===== config.mk =====
export PLATFORM = sky130hd
export DESIGN_NAME = dsch_log2
export DESIGN_NICKNAME = d
export VERILOG_FILES = /design/src/rtl/core/dsch_pkg.sv /design/src/rtl/core/dsch_log2.sv
export SDC_FILE = /design/constraint.sdc
export NUM_CORES = 2
export LEC_CHECK = 0
export BUFFER_PORTS_ARGS = -buffer_cell sky130_fd_sc_hd__buf_2
export CAP_MARGIN = 20
export CORE_MARGIN = 3
export CORE_UTILIZATION = 60
export CTS_BUF_LIST = sky130_fd_sc_hd__clkbuf_2 sky130_fd_sc_hd__clkbuf_4 sky130_fd_sc_hd__clkbuf_8
export DETAILED_ROUTE_END_ITERATION = 12
export PLACE_DENSITY_LB_ADDON = 0.1
export SYNTH_ARGS = -nofsm -noshare
export SYNTH_HDL_FRONTEND = slang
export SYNTH_SLANG_ARGS = --single-unit

===== constraint.sdc =====
create_clock -name clk_i -period 7.6 [get_ports clk_i]
set_input_delay 0.38 -clock clk_i [delete_from_list [all_inputs] [get_ports clk_i]]
set_output_delay 0.38 -clock clk_i [all_outputs]
set_load 0.1 [all_outputs]

===== src/rtl/core/dsch_pkg.sv =====
package dsch_pkg;

  // Fixed geometry of the bins
  localparam int BIN_COUNT = 256;
  localparam int BIN_W     = 8;

  // Datapath widths
  localparam int VAL_W  = 20;  // signed Q8.12 channel value
  localparam int PEAK_W = 19;  // unsigned Q7.12 peak
  localparam int DIV_W  = 30;  // dividend / divisor of the bin divider
  localparam int LG_W   = 21;  // log2 result: 5 integer, 16 fraction bits
  localparam int CFG_W  = 13;

  localparam logic [PEAK_W-1:0] PEAK_ONE = 19'd4096;
  // log2(4096) in Q5.16
  localparam logic signed [LG_W:0] LG_BIAS = 22'sd786432;

  typedef enum logic [1:0] {
    CMD_CLEAR = 2'd0,
    CMD_SCAN  = 2'd1,
    CMD_ACC   = 2'd2,
    CMD_READ  = 2'd3
  } dsch_cmd_e;

  typedef enum logic [1:0] {
    CFG_CHANNEL_COUNT = 2'd0,
    CFG_SKIP_INTERVAL = 2'd1,
    CFG_HDR_ENABLE    = 2'd2
  } dsch_cfg_e;

  typedef enum logic [3:0] {
    ST_CLEAR,
    ST_IDLE,
    ST_DEN,
    ST_CH_GO,
    ST_LIN,
    ST_NUM_GO,
    ST_NUM,
    ST_LDIV_GO,
    ST_LDIV,
    ST_MEM_RD,
    ST_MEM_WR,
    ST_RD_OUT
  } dsch_state_e;

endpackage


===== src/rtl/core/dsch_log2.sv =====
// Fixed-point log2 in Q5.16: normalize one bit a cycle, then one
// squaring round per fraction bit.
module dsch_log2 (
  input  logic                       clk_i,
  input  logic                       rst_ni,
  input  logic                       start_i,
  input  logic [dsch_pkg::DIV_W-1:0] n_i,
  output logic                       done_o,
  output logic [dsch_pkg::LG_W-1:0]  res_o
);

  logic [30:0] m_q;
  logic [4:0]  e_q;
  logic [15:0] frac_q;
  logic [3:0]  rnd_q;
  logic        busy_q;
  logic        norm_q;
  logic        done_q;
  logic [61:0] sq;
  logic [31:0] m2;

  // Q1.30 square, back to Q2.30
  assign sq = 62'(m_q) * 62'(m_q);
  assign m2 = sq[61:30];

  // control
  always_ff @(posedge clk_i or negedge rst_ni) begin
    if (!rst_ni) begin
      busy_q <= 1'b0;
      norm_q <= 1'b0;
      done_q <= 1'b0;
      rnd_q  <= '0;
    end else begin
      done_q <= busy_q && !norm_q && (rnd_q == 4'd15);
      if (start_i) begin
        busy_q <= 1'b1;
        norm_q <= 1'b1;
        rnd_q  <= '0;
      end else if (busy_q) begin
        if (norm_q) begin
          if (m_q[30]) norm_q <= 1'b0;
        end else begin
          rnd_q <= rnd_q + 4'd1;
          if (rnd_q == 4'd15) busy_q <= 1'b0;
        end
      end
    end
  end

  // datapath
  always_ff @(posedge clk_i) begin
    if (start_i) begin
      m_q    <= {1'b0, n_i};
      e_q    <= 5'd30;
      frac_q <= '0;
    end else if (busy_q) begin
      if (norm_q) begin
        if (!m_q[30]) begin
          m_q <= m_q << 1;
          e_q <= e_q - 5'd1;
        end
      end else if (m2[31]) begin
        m_q    <= m2[31:1];
        frac_q <= {frac_q[14:0], 1'b1};
      end else begin
        m_q    <= m2[30:0];
        frac_q <= {frac_q[14:0], 1'b0};
      end
    end
  end

  assign done_o = done_q;
  assign res_o  = {e_q, frac_q};

endmodule


* Yosys cells after proc, flatten, opt, wreduce, memory -nomap -nowiden
Index checks and enable logic that the tools add are counted.
** Word-level totals
- Memories kept :: 0
- Input port bits :: 33
- Flip-flop bits (word level) :: 59
- Bits in latches :: 0
- Output and inout port bits :: 22
- Logic and storage cells :: 41
- Memory bits (writable) :: 0
- Memory bits (read-only) :: 0
** Operators by class
- Reductions and logical operators :: 8
- Add/sub/neg operators :: 2
- $mul :: 1
- Bitwise logic cells :: 2
- Div/mod/pow operators :: 0
- Magnitude comparators :: 0
- Equal/unequal tests :: 3
- Mux-type cells :: 17
- Shift operators :: 0
** Operators with widths (count)
- 31-bit two-way mux :: 3
- 31-bit by 31-bit multiplier with 62-bit output :: 1
- 30-bit two-way mux :: 2
- 4-bit two-way mux :: 3
- 1-bit two-way mux :: 9
- 2-bit AND reduction :: 3
- 5-bit by 1-bit subtractor with 5-bit output (second input constant) :: 1
- 4-bit by 1-bit adder with 4-bit output (second input constant) :: 1
- 4-bit == test (second input constant) :: 1
- 3-bit inequality test (second input constant) :: 1
- 3-bit AND reduction :: 1
- 1-bit logical AND :: 2
- 2-bit inequality test (second input constant) :: 1
- 1-bit inverter :: 2
- 2-bit nonzero test :: 1
- 1-bit logical NOT :: 1

* Longest topological paths before layout
- Word-level depth :: 5
- Depth in mapped cells :: 30
- Depth with buffers taken out :: 26

* Worst setup path after synthesis
Ideal clock, no wire load.
- Path kind :: reg-to-reg
- Start point :: reg m_q[4]
- End point :: reg m_q[26], data pin
- Period minus slack after synthesis :: 7.615 ns
- Cell stages (with the launch flop) :: 28
- Data required time :: 7.339 ns
- Setup slack :: -0.015 ns
- Arrival time :: 7.354 ns
- Cell sequence :: edfxtp_1 -> clkbuf_1 -> clkbuf_1 -> nand2_1 -> fa_1 -> inv_1 -> fa_1 -> fa_1 -> inv_1 -> fa_1 -> inv_1 -> fa_1 -> fa_1 -> fa_1 -> inv_1 -> fa_1 -> inv_1 -> ha_1 -> clkbuf_1 -> o21a_1 -> a21oi_2 -> a21oi_1 -> o21a_1 -> o31ai_1 -> a21oi_4 -> xor2_1 -> nor2_1 -> a221o_1
** Between the ends
- Cells in the longest elaborated chain, start to end :: 5
** RTL lines
- start, declared :: line dsch_log2.sv:12 : logic [30:0] m_q;
- start signal, assigned :: line dsch_log2.sv:53 : m_q <= {1'b0, n_i};
- start signal, assigned :: line dsch_log2.sv:59 : m_q <= m_q << 1;
- start signal, assigned :: line dsch_log2.sv:63 : m_q <= m2[31:1];
- 31-bit by 31-bit multiplier with 62-bit output :: line dsch_log2.sv:23 : assign sq = 62'(m_q) * 62'(m_q);
- 31-bit two-way mux :: line dsch_log2.sv:62 : end else if (m2[31]) begin
- 31-bit two-way mux :: line dsch_log2.sv:57 : if (norm_q) begin
- 30-bit two-way mux :: line dsch_log2.sv:56 : end else if (busy_q) begin
- 30-bit two-way mux :: line dsch_log2.sv:52 : if (start_i) begin
Every way passes these cells. The select of a mux whose other input is x is not followed.
A chain may end at the register's enable or synchronous reset.

* Worst setup path after layout
- Start point :: reg m_q[9]
- End point :: reg m_q[26], data pin
Same word-level chain as after synthesis.

==> impl_metrics.csv <==
group,metric,value,unit
run_status,outcome,"finished with violations",
run_status,violations,"setup timing",
sta,finClkSkew,0.00961,ns
die,fp.coreArea,49200,sq um
setup_path,cp_top_family,"adder cells",
global_route,grt_max_degree,63,
route,routed_wl,84400,um
sta,worst_slew_pin_slew,0.766,ns
route,highest_layer,"met4",
setup_path,slowest_stage,"fa_1",
route,wl_met1,31000,um
route,via_per_inst,5.43,
die,fp.dieH,229,um
setup_path,critPathLaunchType,"flop",
global_route,grt_pass1_wl,136000,um
global_route,grt_pass1_vias,26100,
setup_path,rr_startpoint,"m_q[9]",
clocking,cts.clk_slew.worst_paths,0.08,ns
setup_path,critPathRequiredTime,7.70,ns
layout,final-seq-area,1520,sq um
sta,min_period,7.90,ns
placed_design,gp_congestion,0.956,
synthesis,synthCells,3204,
clocking,h-tree-depth,3,
sta,slew_viol_final,0,
sta,period_share,104,%
global_route,antenna_found_initial,2,
setup_path,cp.buffers_inverters,8,
sta,setup_viol,31,
synthesis,synth_ff_type,"edfxtp_1",
clocking,cts_buffers,9,
sta,hold_viol_final,0,
layout,syn_to_final_growth,17.8,%
global_route,grt_overflow_total,0,
die,rows,81,
sta,fmax,127,MHz
synthesis,synth_edf_count,30,
sta,fin_ws,-0.301,ns
layout,stdcell_count,4272,
layout,final_layout_size_suffix_gt1_share,18.3,%
die,initial_core_util,60.9,%
sta,grt_setup_unrepaired,"yes",
die,design.die.area,52600,sq um
placed_design,dp_hpwl,72500,um
route,met3_length,4740,um
synthesis,netlist_area,29900,sq um
hold_path,hp-class,"in2async",
route,antenna_left,0,
die,io_pins,55,
route,firstDrtPassIters,6,
clocking,cts_tree,"done",
setup_path,crit_type,"reg2reg",
layout,layout_commonest_cell,"inv_1",
route,drc,0,
synthesis,synth-seq-area-share,5.07,%
route,dr.first_iter.drc_count,1338,
setup_path,slowest_delay,0.58,ns
placed_design,dp_cells,4223,
synthesis,synth-warning-count,0,
global_route,grt_usage,33.2,%
synthesis,synth-seq-cells,59,
synthesis,avgSynthCellArea,9.34,sq um
layout,final_cell_mix,"inv_1, fa_1, buf_4, nand2_1, ha_1",
clocking,clock_latency,0.35,ns
die,die_w,229,um
layout,fillers,3757,
setup_path,cp_common_cell,"fa_1",
route,wl_met2,43000,um
job,cap_violations,0,
setup_path,worst-path-max-fanout,13,
clocking,clock_sinks,59,
synthesis,ys_async_sr_fraction,11.9,%
sta,slew_headroom,48.6,%
synthesis,synth_cell_types,75,
setup_path,crit_arrival,8.00,ns
layout,multi_input_area,25000,sq um
layout,final_nets,4651,
setup_path,crit_start,"m_q[9]",
setup_path,endpoint_kind,"flop",
route,vias,23200,
clocking,clk_path_buf_depth,2,
clocking,cts_root_buffer,"clkbuf_8",
placed_design,io_buffers,54,
route,post_drt_wl_per_cell,19.7,um
synthesis,synth_nets,4253,
-- sequential cells by signal (all words and copies together) (netlist names) --
register / count
busy_q: 1
rnd_q: 4
norm_q: 1
e_q: 5
done_o: 1
m_q: 31
frac_q: 16
-- per-layer routing --
| metal | GRT usage, % | vias to the layer above |
|---|---|---|
| met3 | 3.38 | 287 |
| met4 | 17.1 | 0 |
| met1 | 40.4 | 11700 |
| met5 | 0 | - |
| met2 | 59.0 | 881 |
| li1 | - | 10300 |
-- worst register-to-register path, stage by stage (launching register included) --
cell      delay (ns)
edfxtp_1        0.42
buf_4           0.17
buf_12          0.14
and2_1          0.18
fa_1            0.53
inv_1           0.07
fa_1            0.58
fa_2            0.44
fa_1            0.51
inv_1           0.05
fa_1            0.57
fa_1            0.46
fa_1            0.43
fa_1            0.54
ha_1            0.25
a211o_1         0.33
a21oi_2         0.21
a21oi_2         0.10
o21a_1          0.25
o31ai_2         0.25
buf_4           0.15
a21oi_4         0.03
buf_12          0.15
xnor2_4         0.18
buf_12          0.16
buf_4           0.11
nor2_2          0.05
a221o_1         0.35
-- worst paths after layout --
path / end / slack, ns / cells after the start
setup / recovery: m_q[26] / -0.30 / 27
hold / removal: done_o / 0.38 / 2
setup reg to reg: m_q[26] / -0.30 / 27
hold reg to reg: frac_q[11] / 0.47 / 2
max in group asynchronous: rnd_q[1] / 7.06 / 2
min in group clk_i: m_q[13] / 0.39 / 3
-- kinds of logic (layout without fill, tap and decap cells) --
| family | after synthesis | in the layout | share of synthesized area, % |
|---|---|---|---|
| XOR/XNOR | 58 | 58 | 1.76 |
| flip-flops | 59 | 59 | 5.07 |
| buffers and inverters | 1043 | 1446 | 13.2 |
| other | 0 | 1 | 0 |
| AND/OR/NAND/NOR | 708 | 708 | 11.4 |
| AO/OA/AOI/OAI | 297 | 297 | 6.60 |
| multiplexers | 23 | 23 | 0.777 |
| adder cells (fa/ha/maj) | 1016 | 1016 | 61.2 |
-- timing repair --
item / CTS / global route
setup endpoints to repair: 32 / 32
pin swaps: 38 / 60
gates resized for setup: 63 / 84
gates cloned: 2 / 2
endpoints found under the hold margin: 7 / 0
hold buffers: 1 / 0
buffers inserted: 11 / 20
-- cell type report --
class,instances,area share [%]
sequential,59,4.30
inverter,914,9.73
tap,664,2.36
clock inverter,7,0.209
antenna,1,0.00709
multi-input combinational,2102,70.9
clock buffer,9,0.351
timing repair buffer,516,12.2
-- cells in the mapped netlist (22+ instances only) --
cell        n  area share, %
xor2_1     26           0.76
edfxtp_1   30            3.0
a21oi_1    86            1.4
clkbuf_1  122            1.5
ha_1      269             11
a22oi_1    25           0.63
and2_1    192            4.0
o21ai_0    37           0.62
inv_1     913             11
nor2_1     72           0.90
nand2_1   339            4.3
xnor2_1    31           0.91
dfxtp_1    22            1.5
fa_1      747             50
-- per-stage QoR --
stage          instance area, sq um  hold WS (ns)  setup slack [ns]  setup TNS (ns)  util, %
2_1_floorplan                 29900        0.0844           0.00331               0        -
3_3_place_gp                  34100         0.218            -0.404           -9.80     69.4
3_5_place_dp                  34100         0.222            -0.487          -11.99     69.4
4_1_cts                       34700         0.367            -0.237           -5.24     70.7
5_1_grt                       35300         0.398            -0.503          -13.81     71.8
6_report                      35300         0.379            -0.301           -7.36     71.8
Power is not shown: default switching activity piles up to over one toggle a cycle in this logic, so the estimate is an artifact.
