[src/rtl/core/dsch_pkg.sv]
package dsch_pkg;

  // Fixed geometry of the bins
  localparam int BIN_COUNT = 256;
  localparam int BIN_W     = 8;

  // Datapath widths
  localparam int VAL_W  = 20;  // signed Q8.12 channel value
  localparam int PEAK_W = 19;  // unsigned Q7.12 peak
  localparam int DIV_W  = 30;  // dividend / divisor of the bin divider
  localparam int LG_W   = 21;  // log2 result: 5 integer, 16 fraction bits
  localparam int CFG_W  = 13;

  localparam logic [PEAK_W-1:0] PEAK_ONE = 19'd4096;
  // log2(4096) in Q5.16
  localparam logic signed [LG_W:0] LG_BIAS = 22'sd786432;

  typedef enum logic [1:0] {
    CMD_CLEAR = 2'd0,
    CMD_SCAN  = 2'd1,
    CMD_ACC   = 2'd2,
    CMD_READ  = 2'd3
  } dsch_cmd_e;

  typedef enum logic [1:0] {
    CFG_CHANNEL_COUNT = 2'd0,
    CFG_SKIP_INTERVAL = 2'd1,
    CFG_HDR_ENABLE    = 2'd2
  } dsch_cfg_e;

  typedef enum logic [3:0] {
    ST_CLEAR,
    ST_IDLE,
    ST_DEN,
    ST_CH_GO,
    ST_LIN,
    ST_NUM_GO,
    ST_NUM,
    ST_LDIV_GO,
    ST_LDIV,
    ST_MEM_RD,
    ST_MEM_WR,
    ST_RD_OUT
  } dsch_state_e;

endpackage

[src/rtl/core/dsch_div.sv]
// Restoring divider, one quotient bit per cycle, quotient clamped to 255.
module dsch_div (
  input  logic                       clk_i,
  input  logic                       rst_ni,
  input  logic                       start_i,
  input  logic [dsch_pkg::DIV_W-1:0] num_i,
  input  logic [dsch_pkg::DIV_W-1:0] den_i,
  output logic                       done_o,
  output logic [7:0]                 quot_o
);

  logic [dsch_pkg::DIV_W-1:0] rem_q;
  logic [dsch_pkg::DIV_W-1:0] dsh_q;
  logic [8:0]                 quot_q;
  logic [3:0]                 cnt_q;
  logic                       busy_q;
  logic                       done_q;
  logic                       fit;

  assign fit = rem_q >= dsh_q;

  // control
  always_ff @(posedge clk_i or negedge rst_ni) begin
    if (!rst_ni) begin
      busy_q <= 1'b0;
      done_q <= 1'b0;
      cnt_q  <= '0;
    end else begin
      done_q <= busy_q && (cnt_q == 4'd0);
      if (start_i) begin
        busy_q <= 1'b1;
        cnt_q  <= 4'd8;
      end else if (busy_q) begin
        if (cnt_q == 4'd0) busy_q <= 1'b0;
        else cnt_q <= cnt_q - 4'd1;
      end
    end
  end

  // datapath: bit 8 of the quotient flags overflow past 255
  always_ff @(posedge clk_i) begin
    if (start_i) begin
      rem_q  <= num_i;
      dsh_q  <= den_i << 8;
      quot_q <= '0;
    end else if (busy_q) begin
      if (fit) rem_q <= rem_q - dsh_q;
      quot_q <= {quot_q[7:0], fit};
      dsh_q  <= dsh_q >> 1;
    end
  end

  assign done_o = done_q;
  assign quot_o = quot_q[8] ? 8'hFF : quot_q[7:0];

endmodule

[config.mk]
export PLATFORM = sky130hd
export DESIGN_NAME = dsch_div
export DESIGN_NICKNAME = d
export VERILOG_FILES = /design/src/rtl/core/dsch_pkg.sv /design/src/rtl/core/dsch_div.sv
export SDC_FILE = /design/constraint.sdc
export NUM_CORES = 1
export LEC_CHECK = 0
export BUFFER_PORTS_ARGS = -buffer_cell sky130_fd_sc_hd__buf_2
export CAP_MARGIN = 10
export CORE_MARGIN = 3
export CORE_UTILIZATION = 63
export DETAILED_ROUTE_END_ITERATION = 7
export GPL_ROUTABILITY_DRIVEN = 1
export PLACE_DENSITY = 0.87
export SYNTH_ARGS = -nofsm -noshare
export SYNTH_HDL_FRONTEND = slang
export SYNTH_SLANG_ARGS = --single-unit
export TNS_END_PERCENT = 20
[constraint.sdc]
create_clock -name clk_i -period 7.4 [get_ports clk_i]
set_clock_uncertainty 0.05 [all_clocks]
set_input_delay 1.48 -clock clk_i [delete_from_list [all_inputs] [get_ports clk_i]]
set_output_delay 1.48 -clock clk_i [all_outputs]
set_load 0.03 [all_outputs]
==> After elaboration in Yosys (flattened, before gate mapping) <==
Cells that the tools add are included.
{ "op_classes": {"add_sub_neg": 2, "n_mux": 12, "n_reduce_logical": 6, "n_eq_ne": 1, "n_lt_le_gt_ge": 1} }
{ "op_table": {"columns": ["op", "n"], "rows": [
  ["two-way mux 30 bit", 5],
  ["greater-or-equal comparator 30 bit", 1],
  ["subtractor 30 bit", 1],
  ["two-way mux 4 bit", 3],
  ["two-way mux 8 bit", 1],
  ["logical NOT 4 bit", 1],
  ["AND reduction 2 bit", 2],
  ["nonzero test 2 bit", 2],
  ["subtractor 4 x 1 -> 4 bit (second input constant)", 1],
  ["two-way mux 1 bit", 3],
  ["inequality test 2 bit (second input constant)", 1],
  ["logical AND 1 bit", 1]
]} }
{ "word_totals": {"register_bits": 75, "word_cells": 29, "output_inout_bits": 9} }

==> Longest topological paths before layout <==
Gate-level depths: netlist of the first run.
{ "depth": {"ltp_word": 4, "mapped_depth": 10} }

==> Worst setup path after synthesis of the first run <==
OpenSTA, ideal clock, no wires.
{ "synth_timing": {"path_kind": "input-to-reg", "startpoint": "in start_i", "endpoint": "reg rem_q[0] in the netlist's numbering (enable)", "path_buffers": 2, "stages": 4, "arrival_time_ns": 2.789, "slack_ns": 4.018, "path_cell_list": "clkbuf_1 -> inv_1 -> clkbuf_1 -> nand3_1"} }
{ "synth_between": {"elab_chain_cells": 2, "word_cells_on_any_way": 3} }
{ "synth_rtl": {"columns": ["element", "line_no", "source"], "rows": [
  ["start: declaration", "dsch_div.sv:5", "input logic start_i,"],
  ["nonzero test 2 bit (no source line)", null, null],
  ["AND reduction 2 bit (no source line) (*)", null, null],
  ["end signal: assignment", "dsch_div.sv:43", "rem_q <= num_i;"],
  ["end signal: assignment", "dsch_div.sv:47", "if (fit) rem_q <= rem_q - dsh_q;"],
  ["end: declaration", "dsch_div.sv:12", "logic [dsch_pkg::DIV_W-1:0] rem_q;"]
]} }
Every way passes the cells marked *; elsewhere a longest branch is shown, timed or not.
A chain may end at the register's enable or synchronous reset.

==> Final worst setup path of the first run <==
{ "layout_timing": {"startpoint": "reg rem_q[0] in the netlist's numbering", "endpoint": "reg rem_q[24] in the netlist's numbering (enable)"} }
{ "layout_between": {"elab_chain_cells": 3} }
{ "layout_rtl": {"columns": ["element", "line_no", "source"], "rows": [
  ["greater-or-equal comparator 30 bit", "dsch_div.sv:20", "assign fit = rem_q >= dsh_q;"],
  ["nonzero test 2 bit (no source line)", null, null],
  ["AND reduction 2 bit (no source line)", null, null]
]} }
No other way between the ends.

==> results of run 1 <==
[worst min path at each step]
| stage | slack, ns | from | end |
|---|---|---|---|
| 6_report | 0.47 | dsh_q[0]$_SDFFE_PP0P_ | dsh_q[0]$_SDFFE_PP0P_ |
| 5_1_grt | 0.52 | quot_q[1]$_SDFFE_PP0P_ | quot_q[1]$_SDFFE_PP0P_ |
| 2_1_floorplan | 0.41 | dsh_q[0]$_SDFFE_PP0P_ | dsh_q[0]$_SDFFE_PP0P_ |
| 4_1_cts | 0.48 | dsh_q[0]$_SDFFE_PP0P_ | dsh_q[0]$_SDFFE_PP0P_ |
| 3_5_place_dp | 0.46 | dsh_q[0]$_SDFFE_PP0P_ | dsh_q[0]$_SDFFE_PP0P_ |
| 3_3_place_gp | 0.43 | dsh_q[0]$_SDFFE_PP0P_ | dsh_q[0]$_SDFFE_PP0P_ |
[sequential cells by signal (all words and copies together), names as in the netlist]
| register | count |
|---|---|
| cnt_q | 4 |
| rem_q | 30 |
| quot_q | 9 |
| dsh_q | 30 |
| busy_q | 1 |
| done_o | 1 |
[tightest hold or removal path, stage by stage, from the launching register on]
cell and delay [ns]:
dfxtp_1 0.34, mux2i_1 0.07, nor2_1 0.08
[power by group through the flow]
stage | logic, mW | registers, mW | clock network (mW)
2_1_floorplan | 1.13 | 0.697 | 0
3_3_place_gp | 1.39 | 0.704 | 0
3_5_place_dp | 1.44 | 0.713 | 0
4_1_cts | 1.45 | 0.704 | 0.349
5_1_grt | 1.64 | 0.719 | 0.364
6_report | 1.47 | 0.704 | 0.348
[layout make-up]
cell class | instances | area (um2) | area share (%)
sequential | 75 | 2050 | 37.1
tap | 99 | 124 | 2.24
clock inverter | 3 | 20.0 | 0.362
inverter | 35 | 131 | 2.38
multi-input combinational | 421 | 2660 | 48.1
clock buffer | 13 | 203 | 3.67
timing repair buffer | 66 | 340 | 6.16
[routing by layer]
layer / GRT usage (%) / routed length (um) / up-vias
li1: - / - / 2076
met2: 43.2 / 5530 / 119
met1: 35.3 / 5090 / 2027
met4: 9.50 / 193 / 0
met3: 3.90 / 486 / 24
met5: 0 / 0 / -
[layout by cell type (no fill, tap or decap), types with 8 or more instances in the layout]
master | synthesis | layout
clkbuf_8 | 0 | 9
o21ai_0 | 51 | 51
xnor2_1 | 12 | 12
nor2_1 | 37 | 37
xor2_1 | 11 | 11
mux2i_1 | 18 | 18
o21ai_1 | 8 | 8
o21a_1 | 10 | 10
a21oi_1 | 32 | 32
dfxtp_1 | 17 | 17
nand2_1 | 93 | 93
nand3_1 | 9 | 9
ha_1 | 32 | 32
edfxtp_1 | 52 | 52
a21o_1 | 12 | 12
buf_2 | 2 | 62
or2_2 | 11 | 11
inv_1 | 35 | 35
[cells by family after synthesis]
kind of cell               share of synthesized area [%]
and+or+nand+nor                                     18.2
muxes                                               3.64
adders and majority gates                           8.49
DFF                                                 41.5
xor gates and xnor gates                            4.07
buffers and inverters                               4.90
AOI/OAI and AO/OA                                   19.3
[through the flow]
step	cell area, um2	hold slack, ns	setup WS [ns]	std cells
finish	5530	0.472	3.67	712
global route	5530	0.518	3.45	712
CTS	5530	0.479	3.66	712
detailed placement	5300	0.460	3.71	696
global placement	5300	0.430	3.81	696
floorplan	4950	0.415	4.02	560
==> impl_results.md, run 1 <==
- Status: finished, final reports clean
- Post-Syn Nets: 656
- Port Buffers: 63
- H-tree Lvls: 3
- Sw power: 1.12 mW
- Max Cap Viol: 0
- Inserted Clock Buffers: 9
- Final Max Slew Viols: 0
- Starting Density: 66.5%
- Inserted Diodes: 0
- Endpoints failing hold: 0
- Skew-Pair Late Insertion Delay: 0.35 ns
- Fillcell total: 572
- Worst Path Arrival: 3.71 ns
- Crit end category: register
- Post-DP HPWL: 8.09 mm
- FMAX: 268 MHz
- DRT iter0 DRCs: 278
- Residual DRC count: 0
- Synth-to-Final Area Change: 11.6%
- Share of the synthesized area in the top cell type: 31.5%
- Leak: 2.51 nW
- Die width: 94.6 um
- Pint: 1.40 mW
- RSZ-0062 raised after global routing: no
- Crit path launch: rem_q[0]$_DFFE_PP_
- R2r setup slk: 3.67 ns
- Synth unique cells: 57
- CP top delay family: simple AND/OR/NAND/NOR gates
- DR vias: 4246
- Min Tclk post-route: 3.73 ns
- Number of synthesized flops with an enable pin: 52
- Clk sinks: 75
- Die H: 94.6 um
- CP Data Required Time: 7.38 ns
- Worst path depth: 11
- Worst path bufs/invs: 2
- Syn Std Cell Area: 4950 um2
- Post-route clock period utilization: 50.4%
- Routed WL: 11.3 mm
- HP Class: register to register
- Setup bufs post-CTS: 0
- Setup Viol. Count Final: 0
- Cells after Synth: 560
- Area contributors post-synth: edfxtp_1, ha_1, nand2_1
- Switching Fraction: 44.4%
- Number of global-route vias before repair: 4049
- Vias per inst: 5.96
- Final nets: 704
- Cell Chain, Critical Path: inv_1, ha_1, fa_1, nor2b_1, o31a_1, o211ai_1, o211ai_2, a31oi_1, or3_1, nand3_1, buf_4
- CP max FO: 16
- Power Total: 2.52 mW
- Post-synth top cells: nand2_1, edfxtp_1, o21ai_0
- Max clock buf depth: 2
- Synth Flop Type: edfxtp_1
- Detailed Routing Iterations Pass 1: 5
- Startpoint types: register
- Max-slew headroom: 47.7%
- Comb power frac: 58.3%
- Async S/R FF share, synth: 8.00%
- Final Core Density: 74.2%
- Pwr/cell area: 457 nW/um2
- Max incr delay on CP: 0.61 ns
- Register share of total power: 27.9%
- Seq/Total Area, Yosys: 41.5%
- First-pass GRT wire length: 18.7 mm
- Least-Margin Pin Slew: 0.782 ns
- R2R Path End: rem_q[24]$_DFFE_PP_
- #FFs+latches synth: 75
- Drt wl/cell: 15.9 um
- Worst R2R Path Depth: 11
- Slowest cell on crit path: nand3_1
- Top cell type by total area after synthesis: edfxtp_1
- Clk network pwr share: 13.8%
- WHS Path Cells: 2
- Max IR drop VDD: 0.243 mV
- Most common cell in the netlist: nand2_1
- Placer Congestion: 0.891
- GRT Total Usage: 26.3%
- Layout cells sized above 1: 16.5%
- Worst setup path end: rem_q[24]$_DFFE_PP_
- Core ar.: 7450 um2
- CTS tree: built
- Number of gates resized after cts: 0
- Reg clk slew, reported paths: 0.08 ns
- Largest net degree at the start of global routing: 73
- Die ar.: 8960 um2
- Yosys synthesis warning count: 0
- Setup TNS: 0 ns
- Post-route ant nets: 0
- Row cnt: 31
- Crit path kind: register to register
- Worst r2r src: rem_q[0]$_DFFE_PP_
- Num ports: 72
- Initial antenna violation count: 0
- Hold Buf Count CTS: 0
- Remaining Overflow, GRT: 0
- Root Driver: clkbuf_8
- Synth Area per Inst: 8.84 um2
No activity file was read; power rests on OpenSTA's default activity.
==> run 2: changes to the inputs <==
- CORE_UTILIZATION: 63 -> 58
- PLACE_DENSITY: 0.87 -> 0.81
- clock period: 7.4 -> 3.5 ns (I/O delays scaled with it)
==> run 2 against run 1 <==
  * Power is 110% higher
  * Die area is 8.1% higher
  * Sequential cell count unchanged
  * Cell area is essentially flat
  * Combinational power grew 110%
  * First-iteration DRC count shrank 34%
  * Routed wire length fell by 4.6%
  * Non-clock buffer count up 2
  * Sequential share of layout area hardly changed
  * Global-route usage fell by 3.7 points
  * Via count shrank 3.1%
  * Clock-buffer cell count unchanged
  * Critical path type unchanged
  * Largest power group unchanged
  * Highest routed layer unchanged
==> impl_results.md, run 2 (synthesized netlist as in run 1, its figures left out) <==
- Max incr delay on CP: 0.42 ns (-0.19 ns)
- Max IR drop VDD: 0.419 mV (+73%)
- Leak: 2.50 nW (-0.33%)
- Setup TNS: 0 ns (unchanged)
- Synth-to-Final Area Change: 11.5% (about the same)
- Top layer in use: met4
- Post-route ant nets: 0 (unchanged)
- Vias per inst: 5.71 (-4.2%)
- Post-DP HPWL: 7.96 mm (-1.5%)
- Power Total: 5.21 mW (+110%)
- Max-slew headroom: 62.1% (+14 points)
- Reg clk slew, reported paths: 0.08 ns (about the same)
- DR vias: 4114 (-3.1%)
- Worst path bufs/invs: 2 (unchanged)
- Cell Chain, Critical Path: inv_1, ha_1, fa_1, nor2b_1, o31a_1, o211ai_1, o211ai_2, a31oi_1, or3_1, nand3_1, buf_12
- Design Area, Final: 5520 um2 (about the same)
- Core ar.: 8260 um2 (+11%)
- Placed Instance Area: 5340 um2 (+0.66%)
- FMAX: 335 MHz (+25%)
- Layout cells sized above 1: 16.4% (-0.054 points)
- Top Registers: dsh_q (30), rem_q (30), quot_q (9)
- Final nets: 706 (+0.28%)
- Clk sinks: 75 (unchanged)
- Hold Buf Count CTS: 0 (unchanged)
- Starting Density: 59.9% (-6.5 points)
- DR WL met2: 5.31 mm (-4.0%)
- Detailed Routing Iterations Pass 1: 5 (unchanged)
- Crit path kind: register to register
- Met3 WL: 504 um (+3.7%)
- Worst Path Arrival: 2.99 ns (-0.72 ns)
- Number of gates resized after cts: 0 (unchanged)
- GRT Total Usage: 22.5% (-3.7 points)
- Final Max Slew Viols: 0 (unchanged)
- Num ports: 72 (unchanged)
- RSZ-0062 raised after global routing: no
- Die width: 98.4 um (+4.0%)
- Pwr/cell area: 943 nW/um2 (+110%)
- Post-route clock period utilization: 85.3% (+35 points)
- Die ar.: 9680 um2 (+8.1%)
- CTS tree: built
- Inserted Clock Buffers: 9 (unchanged)
- DRT iter0 DRCs: 183 (-34%)
- CP Data Required Time: 3.50 ns (-3.88 ns)
- Dpl ws: 0.547 ns (-3.17 ns)
- Commonest non-fill, non-tap cells in the layout: nand2_1, buf_2, edfxtp_1
- CP top delay family: simple AND/OR/NAND/NOR gates
- First-pass GRT wire length: 18.1 mm (-3.3%)
- Status: finished, final reports clean
- Die H: 98.4 um (+4.0%)
- Slowest cell on crit path: fa_1
- Largest net degree at the start of global routing: 50 (-32%)
- Min Tclk post-route: 2.99 ns (-0.744 ns)
- Max Cap Viol: 0 (unchanged)
- Drt wl/cell: 15.0 um (-5.6%)
- Residual DRC count: 0 (unchanged)
- H-tree Lvls: 3 (unchanged)
- Metal-1 WL: 4.79 mm (-5.9%)
- Number of global-route vias before repair: 3986 (-1.6%)
- Placer Congestion: 0.876 (-1.6%)
- Row cnt: 33 (+6.5%)
- Max clock buf depth: 2 (unchanged)
- Setup bufs post-CTS: 0 (unchanged)
- Startpoint types: register
- Endpoints failing hold: 0 (unchanged)
- HP Class: primary input to async pin
- Root Driver: clkbuf_8
- Skew-Pair Late Insertion Delay: 0.36 ns (about the same)
- Commonest non-fill, non-tap cell in the layout: nand2_1
- Least-Margin Pin Slew: 0.569 ns (-0.213 ns)
- Initial antenna violation count: 0 (unchanged)
- Inserted Diodes: 0 (unchanged)
- Routed WL: 10.8 mm (-4.6%)
- CP max FO: 30 (+14)
- Port Buffers: 63 (unchanged)
- Setup Viol. Count Final: 0 (unchanged)
- Final WS setup: 0.514 ns (-3.16 ns)
- Hold_ws: 0.102 ns (-0.370 ns)
- Crit end category: register
- Remaining Overflow, GRT: 0 (unchanged)
-- run 2: cell types whose count changed in the layout (fill, tap and decap cells not counted) --
cell | previous run | this run
clkbuf_1 | 1 | 3
clkbuf_16 | 3 | 1
clkinv_4 | 0 | 2
buf_12 | 0 | 1
buf_4 | 4 | 5
inv_4 | 1 | 0
inv_6 | 1 | 0
-- run 2: metrics by stage --
stage / instances / util [%]
floorplan: 560 / -
global placement: 704 / 64.6
detailed placement: 704 / 64.6
CTS: 720 / 66.8
global route: 720 / 66.8
finish: 720 / 66.8
-- run 2: routing by layer --
layer	vias to the layer above	GRT usage (%)
met2	111	37.6
met5	-	0
li1	2087	-
met3	16	3.71
met4	0	8.40
met1	1900	29.5
-- run 2: worst paths after layout --
kind	startpoint	end	slack (ns)	cells past startpoint
min in group clk_i	dsh_q[0]$_SDFFE_PP0P_	dsh_q[0]$_SDFFE_PP0P_	0.46	2
max	rem_q[0]$_DFFE_PP_	rem_q[23]$_DFFE_PP_	0.51	11
max in group asynchronous	rst_ni	busy_q$_DFF_PN0_	3.16	1
max reg2reg	rem_q[0]$_DFFE_PP_	rem_q[23]$_DFFE_PP_	0.51	11
min	rst_ni	cnt_q[2]$_DFFE_PN0P_	0.10	1
min reg2reg	dsh_q[0]$_SDFFE_PP0P_	dsh_q[0]$_SDFFE_PP0P_	0.46	2
-- run 2: cell type report --
type,count,area [um2]
clock buffers,13,160
flip-flops and latches,75,2050
fillers,695,2740
multi-input cells,421,2660
well taps,105,131
repair buffers,68,368
inverters,35,131
clock inverters,3,22.5
-- run 2: where the power goes --
part / internal, mW / leakage (nW) / switching (mW)
sequential: 1.36 / 0.761 / 0.125
combinational: 1.23 / 1.65 / 1.85
clock: 0.303 / 0.0927 / 0.338
total: 2.89 / 2.50 / 2.31
